## config.mk

```make
export PLATFORM = sky130hd
export DESIGN_NAME = websocket_frame_deframer
export DESIGN_NICKNAME = d
export VERILOG_FILES = /design/src/hdl/wsfd_pkg.sv /design/src/hdl/websocket_frame_deframer.sv
export SDC_FILE = /design/constraint.sdc
export NUM_CORES = 1
export LEC_CHECK = 0
export BUFFER_PORTS_ARGS = -buffer_cell sky130_fd_sc_hd__buf_2
export CAP_MARGIN = 20
export CORE_MARGIN = 2
export CORE_UTILIZATION = 35
export CTS_BUF_LIST = sky130_fd_sc_hd__clkbuf_16
export DETAILED_ROUTE_END_ITERATION = 8
export GPL_ROUTABILITY_DRIVEN = 0
export GPL_TIMING_DRIVEN = 0
export MAX_ROUTING_LAYER = met4
export PLACE_DENSITY = 0.48
export SYNTH_ARGS = -nofsm -noshare
export SYNTH_HDL_FRONTEND = slang
export SYNTH_SLANG_ARGS = --single-unit
```

## constraint.sdc

```tcl
create_clock -name clk -period 8 [get_ports clk]
set_input_delay 1.6 -clock clk [delete_from_list [all_inputs] [get_ports clk]]
set_output_delay 1.6 -clock clk [all_outputs]
set_load 0.03 [all_outputs]
```

## src/hdl/wsfd_pkg.sv

```systemverilog
package wsfd_pkg;

	// Result kinds.
	localparam logic [1:0] KIND_HEADER  = 2'd0;
	localparam logic [1:0] KIND_PAYLOAD = 2'd1;
	localparam logic [1:0] KIND_ERROR   = 2'd2;

	// Header parsing phases.
	localparam logic [2:0] PH_BYTE0   = 3'd0;
	localparam logic [2:0] PH_BYTE1   = 3'd1;
	localparam logic [2:0] PH_EXTLEN  = 3'd2;
	localparam logic [2:0] PH_KEY     = 3'd3;
	localparam logic [2:0] PH_PAYLOAD = 3'd4;
	localparam logic [2:0] PH_DONE    = 3'd5;

	// Seven-bit length codes that select an extended length.
	localparam logic [6:0] LEN_EXT16 = 7'd126;
	localparam logic [6:0] LEN_EXT64 = 7'd127;

	// Result queue depth.
	localparam int unsigned RES_DEPTH = 4;

	typedef struct packed {
		logic [7:0] data_byte;
		logic       buffer_end;
	} in_beat_t;

	typedef struct packed {
		logic [1:0]  kind;
		logic        fin;
		logic [3:0]  opcode;
		logic        masked;
		logic [31:0] mask_key;
		logic [63:0] payload_length;
		logic [7:0]  payload_byte;
		logic        last_in_frame;
	} out_beat_t;

endpackage

```

## src/hdl/websocket_frame_deframer.sv

```systemverilog
// A result beat is written into the result queue when its input beat is accepted.
// Throughput: one input beat per cycle; a beat that causes two results (a result
// plus an early-end error) pushes both of them into a 4-entry queue.
// Input is stalled only while fewer than two queue entries are free.
// Reset (arst_n low, asynchronous) returns the parser to the first header byte
// and empties the result queue.
module websocket_frame_deframer (
	input  logic                clk,
	input  logic                arst_n,
	input  logic                byte_valid,
	output logic                byte_stall,
	input  wsfd_pkg::in_beat_t  byte_beat,
	output logic                result_valid,
	input  logic                result_stall,
	output wsfd_pkg::out_beat_t result_beat
);

	localparam int unsigned PTR_W = $clog2(wsfd_pkg::RES_DEPTH);
	localparam int unsigned CNT_W = $clog2(wsfd_pkg::RES_DEPTH + 1);
	localparam logic [CNT_W-1:0] CNT_ROOM = CNT_W'(wsfd_pkg::RES_DEPTH - 2);

	// Parser state.
	logic [2:0]  phase_q;
	logic [3:0]  hdr_cnt_q;
	logic [63:0] len_q;
	logic [31:0] key_q;
	logic [63:0] remain_q;
	logic [1:0]  key_idx_q;
	logic        fin_q;
	logic [3:0]  opcode_q;
	logic        masked_q;

	logic [2:0]  phase_d;
	logic [3:0]  hdr_cnt_d;
	logic [63:0] len_d;
	logic [31:0] key_d;
	logic [63:0] remain_d;
	logic [1:0]  key_idx_d;
	logic        fin_d;
	logic [3:0]  opcode_d;
	logic        masked_d;

	// Results caused by the current beat.
	logic                res_hit;
	logic [1:0]          res_kind;
	logic [7:0]          res_byte;
	logic                res_last;
	logic                err_hit;
	wsfd_pkg::out_beat_t res_main;
	wsfd_pkg::out_beat_t res_err;

	// Result queue.
	wsfd_pkg::out_beat_t     queue_q [wsfd_pkg::RES_DEPTH];
	logic [PTR_W-1:0]        wr_ptr_q;
	logic [PTR_W-1:0]        rd_ptr_q;
	logic [CNT_W-1:0]        count_q;
	logic                    accept;
	logic                    pop;
	logic [1:0]              n_push;

	logic [7:0] b;
	logic [6:0] len7;
	logic [1:0] key_pos;
	logic [7:0] key_byte;

	assign accept = byte_valid && !byte_stall;
	assign pop    = result_valid && !result_stall;
	assign b      = byte_beat.data_byte;
	assign len7   = b[6:0];

	// Next parser state and the results of one input byte.
	always_comb begin
		phase_d   = phase_q;
		hdr_cnt_d = hdr_cnt_q;
		len_d     = len_q;
		key_d     = key_q;
		remain_d  = remain_q;
		key_idx_d = key_idx_q;
		fin_d     = fin_q;
		opcode_d  = opcode_q;
		masked_d  = masked_q;
		res_hit   = 1'b0;
		res_kind  = wsfd_pkg::KIND_HEADER;
		res_byte  = 8'd0;
		res_last  = 1'b0;
		key_pos   = 2'd0;
		key_byte  = 8'd0;

		case (phase_q)
			wsfd_pkg::PH_BYTE0: begin
				fin_d     = b[7];
				opcode_d  = b[3:0];
				masked_d  = 1'b0;
				key_d     = 32'd0;
				len_d     = 64'd0;
				remain_d  = 64'd0;
				key_idx_d = 2'd0;
				hdr_cnt_d = 4'd0;
				phase_d   = wsfd_pkg::PH_BYTE1;
			end
			wsfd_pkg::PH_BYTE1: begin
				masked_d = b[7];
				len_d    = 64'd0;
				if (len7 == wsfd_pkg::LEN_EXT16) begin
					hdr_cnt_d = 4'd2;
					phase_d   = wsfd_pkg::PH_EXTLEN;
				end else if (len7 == wsfd_pkg::LEN_EXT64) begin
					hdr_cnt_d = 4'd8;
					phase_d   = wsfd_pkg::PH_EXTLEN;
				end else begin
					len_d = {57'd0, len7};
					if (b[7]) begin
						hdr_cnt_d = 4'd4;
						phase_d   = wsfd_pkg::PH_KEY;
					end else begin
						res_hit   = 1'b1;
						res_last  = (len7 == 7'd0);
						remain_d  = {57'd0, len7};
						key_idx_d = 2'd0;
						phase_d   = (len7 == 7'd0) ? wsfd_pkg::PH_DONE : wsfd_pkg::PH_PAYLOAD;
					end
				end
			end
			wsfd_pkg::PH_EXTLEN: begin
				len_d     = {len_q[55:0], b};
				hdr_cnt_d = hdr_cnt_q - 4'd1;
				if (hdr_cnt_q == 4'd1) begin
					if (masked_q) begin
						hdr_cnt_d = 4'd4;
						phase_d   = wsfd_pkg::PH_KEY;
					end else begin
						res_hit   = 1'b1;
						res_last  = (len_d == 64'd0);
						remain_d  = len_d;
						key_idx_d = 2'd0;
						phase_d   = (len_d == 64'd0) ? wsfd_pkg::PH_DONE
							: wsfd_pkg::PH_PAYLOAD;
					end
				end
			end
			wsfd_pkg::PH_KEY: begin
				// The count runs 4..1, placing wire bytes from the low end up.
				key_pos   = 2'd0 - hdr_cnt_q[1:0];
				case (key_pos)
					2'd0:    key_d = key_q | {24'd0, b};
					2'd1:    key_d = key_q | {16'd0, b, 8'd0};
					2'd2:    key_d = key_q | {8'd0, b, 16'd0};
					default: key_d = key_q | {b, 24'd0};
				endcase
				hdr_cnt_d = hdr_cnt_q - 4'd1;
				if (hdr_cnt_q == 4'd1) begin
					res_hit   = 1'b1;
					res_last  = (len_q == 64'd0);
					remain_d  = len_q;
					key_idx_d = 2'd0;
					phase_d   = (len_q == 64'd0) ? wsfd_pkg::PH_DONE : wsfd_pkg::PH_PAYLOAD;
				end
			end
			wsfd_pkg::PH_PAYLOAD: begin
				case (key_idx_q)
					2'd0:    key_byte = key_q[7:0];
					2'd1:    key_byte = key_q[15:8];
					2'd2:    key_byte = key_q[23:16];
					default: key_byte = key_q[31:24];
				endcase
				res_hit   = 1'b1;
				res_kind  = wsfd_pkg::KIND_PAYLOAD;
				res_byte  = masked_q ? (b ^ key_byte) : b;
				res_last  = (remain_q == 64'd1);
				key_idx_d = key_idx_q + 2'd1;
				remain_d  = remain_q - 64'd1;
				if (remain_q == 64'd1) begin
					phase_d = wsfd_pkg::PH_DONE;
				end
			end
			default: begin
				// Frame complete: bytes are ignored until the buffer ends.
			end
		endcase

		// End of buffer: report an unfinished frame, then restart.
		err_hit = byte_beat.buffer_end && (phase_d < wsfd_pkg::PH_DONE);
		if (byte_beat.buffer_end) begin
			phase_d   = wsfd_pkg::PH_BYTE0;
			hdr_cnt_d = 4'd0;
		end
	end

	// Result beats built from the updated header fields.
	always_comb begin
		res_main.kind           = res_kind;
		res_main.fin            = fin_d;
		res_main.opcode         = opcode_d;
		res_main.masked         = masked_d;
		res_main.mask_key       = key_d;
		res_main.payload_length = len_d;
		res_main.payload_byte   = res_byte;
		res_main.last_in_frame  = res_last;

		res_err      = '0;
		res_err.kind = wsfd_pkg::KIND_ERROR;
	end

	assign n_push = accept ? ({1'b0, res_hit} + {1'b0, err_hit}) : 2'd0;

	// Parser state registers.
	always_ff @(posedge clk or negedge arst_n) begin
		if (!arst_n) begin
			phase_q   <= wsfd_pkg::PH_BYTE0;
			hdr_cnt_q <= 4'd0;
			len_q     <= 64'd0;
			key_q     <= 32'd0;
			remain_q  <= 64'd0;
			key_idx_q <= 2'd0;
			fin_q     <= 1'b0;
			opcode_q  <= 4'd0;
			masked_q  <= 1'b0;
		end else if (accept) begin
			phase_q   <= phase_d;
			hdr_cnt_q <= hdr_cnt_d;
			len_q     <= len_d;
			key_q     <= key_d;
			remain_q  <= remain_d;
			key_idx_q <= key_idx_d;
			fin_q     <= fin_d;
			opcode_q  <= opcode_d;
			masked_q  <= masked_d;
		end
	end

	// Result queue storage: the first result goes at the write pointer, an error
	// that follows it goes one place later.
	always_ff @(posedge clk) begin
		if (accept) begin
			if (res_hit) begin
				queue_q[wr_ptr_q] <= res_main;
				if (err_hit) begin
					queue_q[wr_ptr_q + PTR_W'(1)] <= res_err;
				end
			end else if (err_hit) begin
				queue_q[wr_ptr_q] <= res_err;
			end
		end
	end

	// Result queue pointers and fill count.
	always_ff @(posedge clk or negedge arst_n) begin
		if (!arst_n) begin
			wr_ptr_q <= '0;
			rd_ptr_q <= '0;
			count_q  <= '0;
		end else begin
			wr_ptr_q <= wr_ptr_q + PTR_W'(n_push);
			if (pop) begin
				rd_ptr_q <= rd_ptr_q + PTR_W'(1);
			end
			count_q <= count_q + CNT_W'(n_push) - CNT_W'(pop);
		end
	end

	assign byte_stall   = (count_q > CNT_ROOM);
	assign result_valid = (count_q != '0);
	assign result_beat  = queue_q[rd_ptr_q];

endmodule
```

==> run metrics <==
Post-DRT Antenna Nets=0; Syn Inst Count=3208; Synth Cell Area=29200 sq um; syn nets=3238; Max rail drop VDD=0.268 mV; root buffer cell=clkbuf_16; vias per inst=5.88; H-Tree Depth=3; Setup CP Type=in2reg; largest net degree at the start of global routing=94; initial cell density of the core=35.5%; post-layout net count=3441; fmax=170 MHz; PwrDens=377 nW/um^2; non-filler instance count after layout=4544; max-cap viol count=0; Tightest Hold Check Type=reg2reg; final period utilization=73.6%; detailed-route via count=26700; CTS tree=built; I/O pins=128; Die X=293 um; initial DRC count=2913; most frequent cells in the layout=nand2_1, dfxtp_1, a21oi_1, o21ai_0, clkbuf_1; drt first pass iters=8; DP HPWL=81500 um; IO Port Bufs=122; Core Box Area=82200 sq um; Max clock buf depth=3; RSZ-0062 raised after global routing=no; Pleak=13.0 nW; first-pass GRT wire length=170000 um; post-layout minimum cycle time=5890 ps; Post-synth ARST share=28.7%; CP max FO=10; Synth Flop Type=dfxtp_1; initial antenna violation count=6; sequential area share after synthesis=46.7%; startpoint types=input pin; library cells used by synthesis=81; CTS resizes=0; DRC viols=0; Reg clk slew, reported paths=60 ps; clock sinks=634; total CTS buffers=75; endpoints failing hold=0; Post-CTS Setup Inserts=0; Syn-to-layout area delta=15.0%; vias in the first global route=26300; CP Capture Type=flop; Die ar.=85600 sq um; final WL=115000 um; overall routing resource usage=26.9%; share of layout cells above drive strength 1=13.1%; syn avg cell area=9.09 sq um; total negative setup slack=0 ps; synth warn=0; worst slew pin tran=1090 ps; Pins Over Slew Limit=0; die height=293 um; number of synthesized flops with an enable pin=0; Inst Count DP=4404; largest area contributor in the netlist=dfxtp_1; grt ovf=0; commonest non-fill, non-tap cell in the layout=nand2_1; area fraction of the dominant cell type after synthesis=31.0%; site row count=105; Worst EP arrival=6450 ps; slew margin rel.=27.5%; status=completed; wire length per cell=25.3 um; worst skew pair latency=650 ps; Crit path required time=8570 ps; register bit total from synthesis=634; synth top area cells=dfxtp_1, dfrtp_1, mux4_2, nand2_1, a21oi_1; Clock Skews=50.7 ps; CTS Hold Buffers Added=0; Final setup viols=0; Filler Cells Inserted=8326
worst max-delay path: stages:
cell and delay, ps:
clkbuf_1 340, nor4_1 470, nand2_1 160, o41ai_1 350, nand2_1 160, o2111ai_1 260, o32ai_1 150, ha_1 360
a311o_1 360, o221ai_1 340, buf_2 330, or2_2 150, clkbuf_1 740, buf_2 420, nand2_1 90, a21oi_1 150
flip-flops by register name, summed over array words and instances, names as in the netlist:
name / flops
rd_ptr_q: 2
fin_q: 1
phase_q: 3
masked_q: 1
len_q: 64
key_idx_q: 2
wr_ptr_q: 2
opcode_q: 4
key_q: 32
count_q: 3
remain_q: 64
queue_q: 452
hdr_cnt_q: 4
final cells by class:
cell class | count | area, sq um | area share, %
Antenna cell | 5 | 12.5 | 0.0373
Buffer | 288 | 1220 | 3.65
Clock buffer | 75 | 1880 | 5.60
Clock inverter | 60 | 444 | 1.33
Inverter | 20 | 75.1 | 0.224
Multi-Input combinational cell | 2266 | 14300 | 42.6
Sequential cell | 634 | 13600 | 40.6
Tap cell | 1070 | 1340 | 3.99
Timing Repair Buffer | 126 | 676 | 2.02
synthesized netlist by cell type (11+ instances only):
| cell | count |
|---|---|
| nand2_1 | 600 |
| dfxtp_1 | 452 |
| a21oi_1 | 439 |
| o21ai_0 | 273 |
| clkbuf_1 | 187 |
| dfrtp_1 | 182 |
| nor2_1 | 173 |
| a22o_1 | 138 |
| mux4_2 | 113 |
| a22oi_1 | 78 |
| mux2i_1 | 53 |
| nand3_1 | 53 |
| buf_2 | 49 |
| nor3_1 | 40 |
| buf_1 | 37 |
| nor4_1 | 29 |
| a31oi_1 | 26 |
| a32oi_1 | 24 |
| inv_1 | 20 |
| nand4_1 | 19 |
| ha_1 | 16 |
| mux2_2 | 14 |
| o211ai_1 | 13 |
| and3_1 | 12 |
| xnor2_1 | 12 |
| and2_1 | 11 |
| o22ai_1 | 11 |
worst paths after layout:
path	depth (start not counted)	end	startpoint	slack [ps]
setup / recovery	16	queue_q[3][67]$_SDFFE_PP0P_	byte_beat[1]	2110
min in group asynchronous	1	remain_q[5]$_DFFE_PN0P_	arst_n	960
max in group asynchronous	2	len_q[52]$_DFFE_PN0P_	arst_n	6070
hold / removal	2	queue_q[3][58]$_SDFFE_PP0P_	queue_q[3][58]$_SDFFE_PP0P_	450
hold reg to reg	2	queue_q[3][58]$_SDFFE_PP0P_	queue_q[3][58]$_SDFFE_PP0P_	450
setup reg to reg	14	queue_q[3][67]$_SDFFE_PP0P_	remain_q[26]$_DFFE_PN0P_	2230
stage by stage:
stage / total power, mW / cell area [sq um] / hold WS (ps) / setup WS [ps] / util [%]
floorplan: 7.61 / 29200 / 432 / 3360 / -
global placement: 9.24 / 31100 / 439 / 1630 / 37.8
detailed placement: 9.35 / 31200 / 444 / 1570 / 37.9
CTS: 12.6 / 33500 / 451 / 2220 / 40.7
global route: 13.2 / 33500 / 466 / 1950 / 40.8
finish: 12.6 / 33500 / 452 / 2110 / 40.8
power by group:
part	leakage [nW]	internal, mW	switching (mW)	total [mW]
clock	1.20	1.79	1.47	3.26
combinational	5.61	1.66	3.51	5.17
sequential	6.19	3.78	0.412	4.19
logic make-up after synthesis:
group	synth area share [%]
AOI/OAI and AO/OA	21.8
DFF	46.7
buffers and inverters	4.45
and+or+nand+nor	14.7
xor gates and xnor gates	0.511
adders and majority gates	0.755
muxes	11.1
per-layer routing:
layer | wire length, um | track usage, %
met5 | 0 | -
met4 | 4350 | 10.3
met1 | 48100 | 34.4
met3 | 7430 | 3.77
met2 | 55100 | 43.5
No activity file was read; power rests on OpenSTA's default activity.
